`config.mk`:
```
export PLATFORM = sky130hd
export DESIGN_NAME = led_matrix_row_scan_serializer
export DESIGN_NICKNAME = d
export VERILOG_FILES = /design/src/design/lmrs_pkg.sv /design/src/design/led_matrix_row_scan_serializer.sv /design/src/design/lmrs_frame_store.sv
export SDC_FILE = /design/constraint.sdc
export NUM_CORES = 1
export LEC_CHECK = 0
export ABC_AREA = 1
export BUFFER_PORTS_ARGS = -buffer_cell sky130_fd_sc_hd__buf_2
export CORE_MARGIN = 4
export CORE_UTILIZATION = 49
export CTS_CLUSTER_DIAMETER = 200
export CTS_CLUSTER_SIZE = 14
export DETAILED_ROUTE_END_ITERATION = 10
export PLACE_DENSITY_LB_ADDON = 0.15
export SLEW_MARGIN = 10
export SYNTH_ARGS = -nofsm -noshare
export SYNTH_HDL_FRONTEND = slang
export SYNTH_HIERARCHICAL = 1
export SYNTH_SLANG_ARGS = --single-unit
```
`constraint.sdc`:
```
create_clock -name clk -period 2.15 [get_ports clk]
set_input_delay 0.1075 -clock clk [delete_from_list [all_inputs] [get_ports clk]]
set_output_delay 0.1075 -clock clk [all_outputs]
set_load 0.05 [all_outputs]
```
`src/design/lmrs_pkg.sv`:
```
// ----------------------------------------------------------------------------
// lmrs_pkg: shared definitions for the LED matrix row scan serializer
// Matrix geometry, scan frame length, request kinds and the frame store
// write bundle.
// ----------------------------------------------------------------------------
`default_nettype none

package lmrs_pkg;

    localparam int MATRIX_SIZE = 8;
    localparam int ROW_W       = $clog2(MATRIX_SIZE);
    localparam int HALF_ROWS   = MATRIX_SIZE / 2;
    localparam int SCAN_BITS   = 2 * MATRIX_SIZE;
    localparam int CNT_W       = $clog2(SCAN_BITS);
    localparam int IN_TDATA_W  = 16;
    localparam int OUT_TDATA_W = 8;

    typedef enum logic {
        OP_WRITE = 1'b0,
        OP_SCAN  = 1'b1
    } op_t;

    typedef struct packed {
        logic                   en;
        logic [ROW_W-1:0]       row;
        logic [MATRIX_SIZE-1:0] data;
    } fs_write_t;

endpackage

`default_nettype wire

```
`src/design/led_matrix_row_scan_serializer.sv`:
```
// ----------------------------------------------------------------------------
// led_matrix_row_scan_serializer: 8x8 LED matrix row scan serializer
// Stores frame rows and shifts out one scan row per scan request as a
// sixteen-bit serial stream for chained shift registers.
// ----------------------------------------------------------------------------
//  channel  | direction | payload
//  ---------+-----------+---------------------------------------------------
//  s_axis   | in        | tuser: operation; tdata: row_index, row_data
//  m_axis   | out       | tdata: data_bit; tlast: latch (sixteenth bit)
//
//  A write request updates the frame store; it gives no output. A scan
//  request loads a 16-bit shift register and then sends one bit per
//  accepted output beat. The next request is taken in the cycle the last
//  bit leaves. A stall on m_axis holds the current bit. Reset clears the
//  frame store, the scan row and the shifter.
// ----------------------------------------------------------------------------
`default_nettype none

module led_matrix_row_scan_serializer
    import lmrs_pkg::*;
(
    input  wire logic                   clk,
    input  wire logic                   rst_n,
    input  wire logic                   s_axis_tvalid,
    output logic                        s_axis_tready,
    input  wire logic [IN_TDATA_W-1:0]  s_axis_tdata,   // [2:0] row_index, [10:3] row_data
    input  wire logic                   s_axis_tuser,   // [0] operation
    output logic                        m_axis_tvalid,
    input  wire logic                   m_axis_tready,
    output logic      [OUT_TDATA_W-1:0] m_axis_tdata,   // [0] data_bit
    output logic                        m_axis_tlast
);

    logic                 valid_reg, valid_next;
    logic [CNT_W-1:0]     cnt_reg, cnt_next;
    logic [SCAN_BITS-1:0] shift_reg, shift_next;
    logic [ROW_W-1:0]     row_reg, row_next;

    logic                 in_fire;
    logic                 out_fire;
    logic                 last_bit;
    logic                 is_scan;
    fs_write_t            fs_wr;
    logic [SCAN_BITS-1:0] scan_word;

    assign last_bit = (cnt_reg == CNT_W'(SCAN_BITS - 1));
    assign out_fire = valid_reg && m_axis_tready;

    // Take a new request when idle, or as the final bit of a row leaves.
    assign s_axis_tready = !valid_reg || (m_axis_tready && last_bit);
    assign in_fire       = s_axis_tvalid && s_axis_tready;
    assign is_scan       = (op_t'(s_axis_tuser) == OP_SCAN);

    assign fs_wr.en   = in_fire && !is_scan;
    assign fs_wr.row  = s_axis_tdata[ROW_W-1:0];
    assign fs_wr.data = s_axis_tdata[ROW_W +: MATRIX_SIZE];

    lmrs_frame_store u_store
    (
        .clk       (clk),
        .rst_n     (rst_n),
        .wr        (fs_wr),
        .scan_row  (row_reg),
        .scan_word (scan_word)
    );

    always_comb
    begin
        valid_next = valid_reg;
        cnt_next   = cnt_reg;
        shift_next = shift_reg;
        row_next   = row_reg;
        if (out_fire)
        begin
            // Advance to the next serial bit, drop valid after the last one.
            shift_next = {shift_reg[SCAN_BITS-2:0], 1'b0};
            cnt_next   = cnt_reg + CNT_W'(1);
            if (last_bit)
            begin
                valid_next = 1'b0;
            end
        end
        if (in_fire && is_scan)
        begin
            // Load the row word and step the scan row, wrapping at the end.
            valid_next = 1'b1;
            cnt_next   = '0;
            shift_next = scan_word;
            row_next   = row_reg + ROW_W'(1);
        end
    end

    always_ff @(posedge clk or negedge rst_n)
    begin
        if (!rst_n)
        begin
            valid_reg <= 1'b0;
            cnt_reg   <= '0;
            row_reg   <= '0;
            shift_reg <= '0;
        end
        else
        begin
            valid_reg <= valid_next;
            cnt_reg   <= cnt_next;
            row_reg   <= row_next;
            shift_reg <= shift_next;
        end
    end

    assign m_axis_tvalid = valid_reg;
    assign m_axis_tdata  = {{(OUT_TDATA_W-1){1'b0}}, shift_reg[SCAN_BITS-1]};
    assign m_axis_tlast  = last_bit;

endmodule

`default_nettype wire

```
`src/design/lmrs_frame_store.sv`:
```
// ----------------------------------------------------------------------------
// lmrs_frame_store: frame row storage and scan word assembly
// Holds the eight frame rows and builds the sixteen-bit scan word for a
// given scan row, first serial bit in the top bit.
// ----------------------------------------------------------------------------
`default_nettype none

module lmrs_frame_store
    import lmrs_pkg::*;
(
    input  wire logic                 clk,
    input  wire logic                 rst_n,
    input  wire fs_write_t            wr,
    input  wire logic [ROW_W-1:0]     scan_row,
    output logic      [SCAN_BITS-1:0] scan_word
);

    logic [MATRIX_SIZE-1:0] rows_reg [MATRIX_SIZE];
    logic [MATRIX_SIZE-1:0] pix;
    logic [MATRIX_SIZE-1:0] sel;

    always_ff @(posedge clk or negedge rst_n)
    begin
        if (!rst_n)
        begin
            for (int i = 0; i < MATRIX_SIZE; i++)
            begin
                rows_reg[i] <= '0;
            end
        end
        else if (wr.en)
        begin
            rows_reg[wr.row] <= wr.data;
        end
    end

    // Column (7 - r) of every row, plus active-low position selects.
    always_comb
    begin
        for (int j = 0; j < MATRIX_SIZE; j++)
        begin
            pix[j] = rows_reg[j][~scan_row];
            sel[j] = (scan_row != ROW_W'(j));
        end
    end

    always_comb
    begin
        for (int i = 0; i < HALF_ROWS; i++)
        begin
            scan_word[SCAN_BITS-1-i]               = pix[MATRIX_SIZE-1-i];
            scan_word[SCAN_BITS-1-HALF_ROWS-i]     = sel[HALF_ROWS-1-i];
            scan_word[SCAN_BITS-1-2*HALF_ROWS-i]   = pix[i];
            scan_word[SCAN_BITS-1-3*HALF_ROWS-i]   = sel[HALF_ROWS+i];
        end
    end

endmodule

`default_nettype wire
```
==> results of run 1 <==
[metal layers]
metal / global-route usage [%] / vias to the layer above / wire, um / part of all wire (%)
met1: 28.8 / 1808 / 5070 / 48
met5: 0 / - / 0 / 0
met4: 6.00 / 0 / 210 / 2.0
met3: 4.14 / 14 / 596 / 5.6
met2: 31.4 / 97 / 4720 / 45
li1: - / 1940 / - / -
[critical path, cell delays in order, from the launching register on]
cell     delay, ns
dfrtp_1       0.39
ha_1          0.20
nand4_2       0.13
nand2_4       0.08
nand2_1       0.05
nor2_2        0.20
inv_1         0.09
nor2_2        0.15
nand3_1       0.13
buf_4         0.18
nand2_1       0.05
o21ai_0       0.08
[cells in the final DEF, fill, tap and decap left out]
cell / Yosys / layout
inv_4: 1 / 1
o21ai_2: 1 / 1
nand3_4: 1 / 1
ha_1: 2 / 2
clkbuf_1: 3 / 1
nand4_1: 15 / 15
dlygate4sd3_1: 0 / 6
o21ai_0: 64 / 64
xnor2_1: 1 / 1
nand4_2: 1 / 1
bufinv_16: 0 / 2
xor2_1: 2 / 2
clkinv_2: 0 / 3
buf_2: 11 / 18
nor2_2: 2 / 3
or2_0: 1 / 1
clkinv_1: 1 / 1
inv_1: 45 / 45
buf_4: 14 / 16
nor2_1: 7 / 6
nand3_1: 18 / 18
nand2_1: 327 / 327
nor3_4: 1 / 1
and3_1: 1 / 1
nand2_2: 2 / 2
clkinv_4: 0 / 1
clkbuf_8: 0 / 9
conb_1: 1 / 7
nand2_4: 1 / 1
dfrtp_1: 88 / 88
buf_12: 0 / 2
[through the flow]
step | instances | worst slack, ns
floorplan | 628 | 0.136
global placement | 736 | 0.243
detailed placement | 736 | 0.196
CTS | 758 | 0.176
global route | 758 | 0.0898
finish | 758 | 0.283
[kinds of logic (layout without fill, tap and decap cells)]
family          after synthesis  count (layout)  share of synthesized area (%)
fa+ha+maj                     2               2                          0.547
compound gates               65              65                           7.19
buf+inv                      86             105                           10.0
xor+xnor                      3               3                          0.574
simple gates                377             377                           33.5
flops                        88              88                           48.1
other cells                   1               7                         0.0819
[report_power, final]
part	internal (uW)	total [uW]	switching, uW
logic	778	2380	1600
registers	2280	2620	345
clock network	651	1230	583
[area by class of cell]
class	count	area [um2]
Inverter	47	179
Clock buffer	10	128
Timing Repair Buffer	42	310
Multi-Input combinational cell	454	1940
Clock inverter	6	83.8
Sequential cell	88	2200
Tap cell	111	139
Fill cell	910	4170
[worst min path at each step]
stage	start	end	depth (start not counted)
final	s_axis_tdata[5]	u_store/rows_reg[2]	3
after global routing	s_axis_tdata[4]	u_store/rows_reg[1]	3
after CTS	s_axis_tdata[5]	u_store/rows_reg[2]	3
after detailed placement	rst_n	cnt_reg[3]	1
after global placement	rst_n	cnt_reg[3]	1
after floorplan	rst_n	cnt_reg[0]	0
[what timing repair did]
item	CTS	global route
gates resized for setup	0	1
setup endpoints to repair	0	3
hold endpoints to repair	41	0
hold buffers	6	0
==> summary.md, run 1 <==
| Metric | Value |
|---|---|
| Core Footprint | a little over 9000 um2 |
| Post-Syn Instances | 622 |
| # IOs | 32 |
| Status | finished clean |
| Final setup violation count | 0 |
| Post-synth cell types | 27 |
| Final #Nets | 665 |
| Fin crit period | about 1.9 ns |
| CTS buffer count | 9 |
| Hold crit path type | input port to register |
| Die width | around 100 um |
| CTS tree | built |
| Via density per instance | about 5.1 |
| Max-capacitance violation count | 0 |
| Worst setup SP type | register |
| Most common cell in the netlist | nand2_1 |
| Post-Route WL | 10600 um |
| Clock root cell | clkbuf_8 |
| Clk Latency, worst-skew pair | roughly 0.36 ns |
| Post-synth EDFFs | 0 |
| Vias in the first global route | about 3.5k |
| Post-DRT Antenna Nets | 0 |
| Die ar. | between 10000 and 15000 um2 |
| Num rows | 35 |
| Post-synth ARST share | 100% |
| Leak pwr | 0.00277 uW |
| Initial antenna violation count | 0 |
| Total power draw | 6240 uW |
| Final Wtd Congestion | 0.791 |
| RSZ-0062 raised after global routing | no |
| Initial DRC count | between 300 and 400 |
| Post-route DRC | 0 |
| Area growth, synth to finish | 8.85% |
| Final Skew | about 0.011 ns |
| DRT Pass-1 Iters | 6 |
| Initial core utilization | 50.0% |
| Ys flop type | dfrtp_1 |
| Worst setup endpoint | u_store/rows_reg[13] |
| Clock tree buffer depth | 2 |
| H-tree Lvls | 3 |
| Top cell type's share of synthesized area | 48.1% |
| Final core occ | around 54% |
| FF-to-FF setup slack | 0.28 ns |
| Worst-path clk slew | ~0.080 ns |
| Antenna cell count | 0 |
| Worst EP arrival | 2.10 ns |
| Final hold violation count | 0 |
| Largest area contributor in the netlist | dfrtp_1 |
| Worst hold slack | 0.00372 ns |
| Share of layout cells above drive strength 1 | 9.58% |
| Setup TNS | 0 ns |
| P per Cell Area | between 1000 and 1500 nW/um2 |
| Seq cells post-synth | about 90 |
| Largest register FFs | between 60 and 70 |
| Maximum number of pins on one net before global-route repair | 53 |
| Worst vdd ir | a little over 500 uV |
| Post-synthesis sequential area ratio | a little under 50% |
| Final HPWL DP | 6760 um |
| Syn_area_per_cell | ~7.4 um2 |
| Vias | between 3k and 4k |
| Port buffer count | 19 |
| Placed cell area | 4710 um2 |
| Crit path capture type | register |
| Wirelength per Cell | 14.0 um |
| Final Instance Area | 4980 um2 |
| Post-CTS setup buffers | 0 |
| Vert. Die Dim | roughly 100 um |
| Worst slew pin tran | ~0.65 ns |
| Mapped Area | around 4600 um2 |
| Max Fclk | about 540 MHz |
| GRT Overall Usage | around a fifth |
| R2r endpoint | u_store/rows_reg[13] |
| Crit Path Category | register to register |
| Crit Path Max Fanout | 8 |
| RR Startpoint | cnt_reg[0] |
| Synth warnings | 6 |
| Relative slew slack | 56.3% |
| Worst Path Required | 2.38 ns |
| Synth top cells by count | 327 x nand2_1, 88 x dfrtp_1, 64 x o21ai_0 |
| # clock sinks | around 90 |
| Critical Path Start | cnt_reg[0] |
| Slew Limit Fails | 0 |
| First-pass GRT wire length | around 18000 um |
| Congestion Overflow GR | 0 |
| Final Cycle Share | between 80% and 90% |
| Reg2reg path depth | 11 |
| Synth top area cells | dfrtp_1 48%, nand2_1 27%, o21ai_0 7.0% |
(Power assumes the default switching activity.)
==> inputs of run 2 (changes only) <==
- clock period: 2.15 -> 2.4 ns (I/O delays scaled with it)
==> summary.md, run 2 (synthesized netlist as in run 1, its figures left out) <==
| Metric | Value |
|---|---|
| Die width | between 100 and 150 um |
| Initial DRC count | 213 |
| Switching share of total power | between 30% and 40% |
| Worst vdd ir | 508 uV |
| Worst hold slack | around 0.24 ns |
| Slew Limit Fails | 0 |
| GRT Overall Usage | just under 20% |
| Fin crit period | approximately 2.1 ns |
| Congestion Overflow GR | 0 |
| Post-Route WL | between 10000 and 15000 um |
| Reg power frac | 41.7% |
| Non-filler cells, final | roughly 750 |
| Post-DRT Antenna Nets | 0 |
| Inst Count DP | approximately 730 |
| Critical Path Start | cnt_reg[0] |
| Wirelength per Cell | between 10 and 15 um |
| Worst setup SP type | register |
| H-tree Lvls | 3 |
| # IOs | 32 |
| Final Skew | between 0.008 and 0.009 ns |
| Clock tree buffer depth | 2 |
| RSZ-0062 raised after global routing | no |
| Final setup violation count | 0 |
| Clock root cell | clkbuf_8 |
| CTS buffer count | 9 |
| Hold crit path type | input port to register |
| Relative slew slack | 57.6% |
| Final #Nets | 660 |
| Switch Pwr | around 2200 uW |
| Vias | roughly 3.7k |
| Leak pwr | 0.00275 uW |
| Final Wtd Congestion | 0.770 |
| Crit Path Max Fanout | 16 |
| Final HPWL DP | approximately 6500 um |
| FF-to-FF setup slack | roughly 0.32 ns |
| Hold Path Depth | 4 |
| Most common cell after layout, fill and taps aside | nand2_1 |
| Clk Latency, worst-skew pair | around 0.35 ns |
| Initial core utilization | 50.0% |
| Die ar. | around 11000 um2 |
| Port buffer count | 19 |
| Commonest non-fill, non-tap cells in the layout | 327 x nand2_1, 88 x dfrtp_1, 64 x o21ai_0 |
| CTS tree | built |
| Cts repair resizes | 0 |
| Share of layout cells above drive strength 1 | 8.26% |
| Initial antenna violation count | 0 |
| Worst slew pin tran | approximately 0.63 ns |
| Final Cycle Share | 86.5% |
| Final hold violation count | 0 |
| Maximum number of pins on one net before global-route repair | 47 |
| Total power draw | roughly 5600 uW |
| # fillers | roughly 950 |
| Post-route DRC | 0 |
| Max-capacitance violation count | 0 |
| Via density per instance | around 5 |
| Largest register FFs | 64 |
| Max Fclk | just under 500 MHz |
| Reg2reg path depth | 9 |
| Antenna cell count | 0 |
| P per Cell Area | 1130 nW/um2 |
| Vert. Die Dim | approximately 100 um |
| P_int | between 3000 and 4000 uW |
| Hold Crit Start | s_axis_tuser |
| Worst-path clk slew | 0.09 ns |
| Area growth, synth to finish | 8.31% |
| DRT Pass-1 Iters | 4 |
| Num rows | 35 |
| Clock power frac | 20.9% |
| Hold EP | shift_reg[15] |
| Comb pwr share | between 30% and 40% |
| Crit path capture type | register |
| Crit Path Category | register to register |
| Setup TNS | 0 ns |
| Post-CTS setup buffers | 0 |
| # clock sinks | 88 |
| Worst EP arrival | 2.34 ns |
| RR Startpoint | cnt_reg[0] |
| Vias in the first global route | between 3k and 4k |
| First-pass GRT wire length | around 17000 um |
| Worst Path Required | roughly 2.7 ns |
| R2r endpoint | u_store/rows_reg[15] |
| Status | finished clean |
| Core Footprint | 9150 um2 |
-- run 2: cell types whose count changed in the layout (fill, tap and decap cells not counted), sizes merged --
cell,previous run,this run
buf,36,28
clkbuf,10,12
clkinv,5,2
clkinvlp,0,1
dlygate4sd3,6,9
-- run 2: worst max path at each step --
| stage | end | slack, ns | cells past startpoint |
|---|---|---|---|
| 6_report | u_store/rows_reg[15] | 0.32 | 9 |
| 5_1_grt | u_store/rows_reg[13] | 0.01 | 9 |
| 4_1_cts | u_store/rows_reg[15] | 0.32 | 9 |
| 3_5_place_dp | u_store/rows_reg[15] | 0.35 | 9 |
| 3_3_place_gp | u_store/rows_reg[14] | 0.38 | 10 |
| 2_1_floorplan | u_store/rows_reg[13] | 0.39 | 10 |
-- run 2: cell type report --
type                    instances  area, um2  area share (%)
clock inverters                 4       76.3            1.54
repair buffers                 37        268            5.40
multi-input cells             454       1940            39.1
clock buffers                  12        155            3.13
flip-flops and latches         88       2200            44.4
inverters                      47        179            3.61
well taps                     111        139            2.80
-- run 2: per-stage QoR --
| step | instance area, um2 | worst slack (ns) | util [%] |
|---|---|---|---|
| after floorplan | 4600 | 0.386 | - |
| after global placement | 4640 | 0.380 | 50.7 |
| after detailed placement | 4640 | 0.346 | 50.7 |
| after CTS | 4960 | 0.323 | 54.2 |
| after global routing | 4960 | 0.0147 | 54.2 |
| final | 4960 | 0.324 | 54.2 |
-- run 2: routing by layer --
layer / global-route usage (%) / share of wire (%) / vias up
met3: 4.32 / 3.5 / 13
met5: 0 / 0 / -
met4: 5.34 / 1.4 / 0
li1: - / - / 1938
met2: 32.1 / 47 / 69
met1: 26.5 / 48 / 1713
-- run 2: power by group through the flow --
| stage | clock, uW | combinational, uW | sequential [uW] |
|---|---|---|---|
| after floorplan | 0 | 1610 | 2340 |
| after global placement | 0 | 2060 | 2350 |
| after detailed placement | 0 | 2100 | 2370 |
| after CTS | 1200 | 2120 | 2340 |
| after global routing | 1260 | 2440 | 2420 |
| final | 1180 | 2100 | 2340 |
-- run 2: repair_timing --
item / CTS / global route
setup endpoints to repair: 0 / 0
endpoints found under the hold margin: 51 / 0
hold buffers: 9 / 0
-- run 2: critical path, stage by stage (launching register included) --
cell and delay (ns):
dfrtp_1 0.38, ha_1 0.21, nand4_2 0.13, nand2_4 0.08, nand2_1 0.05, nor2_1 0.21
inv_1 0.08, nor2_2 0.15, nand3_1 0.38, o21ai_0 0.31
==> inputs of run 3 (changes only) <==
- BUFFER_PORTS_ARGS: -buffer_cell sky130_fd_sc_hd__buf_2 -> -buffer_cell sky130_fd_sc_hd__buf_4
==> summary.md, run 3 (synthesized netlist as in run 1, its figures left out) <==
| Metric | Value |
|---|---|
| Die ar. | 11000 um2 |
| Relative slew slack | between 50% and 60% |
| Hold crit path type | input port to register |
| P_int | between 3000 and 4000 uW |
| Wirelength per Cell | 13.5 um |
| M3 GR Usage | 3.15% |
| Worst Path Required | ~2.7 ns |
| Final Cycle Share | 86.9% |
| Worst-path clk slew | ~0.090 ns |
| Maximum number of pins on one net before global-route repair | between 50 and 60 |
| Commonest non-fill, non-tap cells in the layout | 327 x nand2_1, 88 x dfrtp_1, 64 x o21ai_0 |
| Worst setup SP type | register |
| First-pass GRT wire length | ~17000 um |
| Switching share of total power | approximately two fifths |
| Antenna cell count | 0 |
| Final Skew | around 0.011 ns |
| Final HPWL DP | roughly 6500 um |
| RR Startpoint | cnt_reg[0] |
| # clock sinks | 88 |
| Post-route DRC | 0 |
| Total power draw | 5530 uW |
| Post-DRT Antenna Nets | 0 |
| Num rows | 35 |
| Core Footprint | 9150 um2 |
| Crit Path Category | register to register |
| Worst slew pin tran | ~0.68 ns |
| Clock root cell | clkbuf_8 |
| Vert. Die Dim | roughly 100 um |
| Leak pwr | 0.00275 uW |
| Setup TNS | 0 ns |
| Reg2reg path depth | 9 |
| Vias | ~3.8k |
| GRT busiest layer | met2 |
| Max-capacitance violation count | 0 |
| H-tree Lvls | 3 |
| Final core occ | a little over half |
| Final #Nets | between 600 and 700 |
| Port buffer count | 19 |
| Comb pwr share | 37.9% |
| Final setup violation count | 0 |
| Area growth, synth to finish | 8.42% |
| Initial core utilization | between 50% and 60% |
| Worst hold slack | roughly 0.014 ns |
| # IOs | 32 |
| Post-Route WL | around 10000 um |
| Vias in the first global route | between 3k and 4k |
| # fillers | approximately 900 |
| GRT Overall Usage | 19.4% |
| DRT Pass-1 Iters | 4 |
| Final Wtd Congestion | ~0.78 |
| Die width | ~100 um |
| P per Cell Area | between 1000 and 1500 nW/um2 |
| FF-to-FF setup slack | roughly 0.32 ns |
| R2r endpoint | u_store/rows_reg[14] |
| FF/Latch Area | 2200 um2 |
| RSZ-0062 raised after global routing | no |
| Worst setup endpoint | u_store/rows_reg[14] |
| Worst EP arrival | approximately 2.4 ns |
| Initial antenna violation count | 0 |
| CTS tree | built |
| Crit path capture type | register |
| Largest register FFs | 64 |
| Critical Path Start | cnt_reg[0] |
| Congestion Overflow GR | 0 |
| Fin crit period | between 2 and 2.5 ns |
| Worst vdd ir | ~500 uV |
| Area of the multi-input gates | approximately 1900 um2 |
| Met1 Use GR | between 20% and 30% |
| Clock tree buffer depth | 2 |
| Max Fclk | between 400 and 500 MHz |
| Met2 Track Usage GR | 33.7% |
| Switch Pwr | between 2000 and 2500 uW |
| Clk Latency, worst-skew pair | 0.35 ns |
| Status | finished clean |
| Setup Slack @ Placement | 0.341 ns |
| CTS buffer count | 9 |
| Final WS setup | 0.315 ns |
| Crit Path Max Fanout | 16 |
| Final hold violation count | 0 |
| Slew Limit Fails | 0 |
| Share of layout cells above drive strength 1 | under 10% |
| Initial DRC count | 187 |
| Clock power frac | 19.6% |
| Via density per instance | 5.02 |
| Most common cell after layout, fill and taps aside | nand2_1 |
| Reg power frac | between 40% and 50% |
-- run 3: cell types whose count changed in the layout (fill, tap and decap cells not counted), sizes merged --
cell / previous run / this run
bufinv: 2 / 1
dlygate4sd3: 9 / 8
clkinv: 2 / 3
buf: 28 / 26
-- run 3: final cells by class --
cell class	instances	share of cell area, %
well taps	111	2.80
clock inverters	4	1.03
flip-flops and latches	88	44.4
multi-input cells	454	39.1
repair buffers	34	5.80
clock buffers	12	3.33
inverters	47	3.60
-- run 3: timing repair --
| item | 4_1_cts | 5_1_grt |
|---|---|---|
| endpoints found under the hold margin | 58 | 0 |
| endpoints found under the setup margin | 0 | 0 |
| setup buffers | 0 | 0 |
| resized for setup | 0 | 0 |
| hold buffers | 8 | 0 |
-- run 3: power by group through the flow --
stage          clock (uW)  combinational, uW  sequential, uW
5_1_grt              1170               2440            2430
3_5_place_dp            0               2090            2380
6_report             1080               2100            2350
4_1_cts              1110               2110            2350
2_1_floorplan           0               1610            2340
3_3_place_gp            0               2060            2350
-- run 3: how the worst min path moves through the flow --
stage / start / to / slack, ns / cells past startpoint
final: s_axis_tdata[4] / u_store/rows_reg[1] / 0.01 / 3
after global routing: s_axis_tdata[4] / u_store/rows_reg[1] / 0.02 / 3
after CTS: s_axis_tdata[4] / u_store/rows_reg[1] / 0.008 / 3
after detailed placement: rst_n / cnt_reg[3] / 0.21 / 1
after global placement: rst_n / cnt_reg[3] / 0.21 / 1
after floorplan: rst_n / cnt_reg[0] / -0.18 / 0
-- run 3: metrics by stage --
step,instance area [um2],cells
final,4960,750
after global routing,4960,750
after CTS,4960,750
after detailed placement,4670,726
after global placement,4670,726
after floorplan,4600,628
-- run 3: critical path, cell delays in order (launching register included) --
cell and delay (ns):
dfrtp_1 0.38, ha_1 0.21, nand4_2 0.13, nand2_4 0.08, nand2_1 0.05, nor2_1 0.19
inv_1 0.08, nor2_2 0.16, nand3_1 0.39, o21ai_0 0.32
-- run 3: metal layers --
| metal | up-vias | part of all wire, % |
|---|---|---|
| met1 | 1759 | 45 |
| met4 | 0 | 1.1 |
| met5 | - | 0 |
| li1 | 1927 | - |
| met3 | 9 | 4.9 |
| met2 | 71 | 49 |
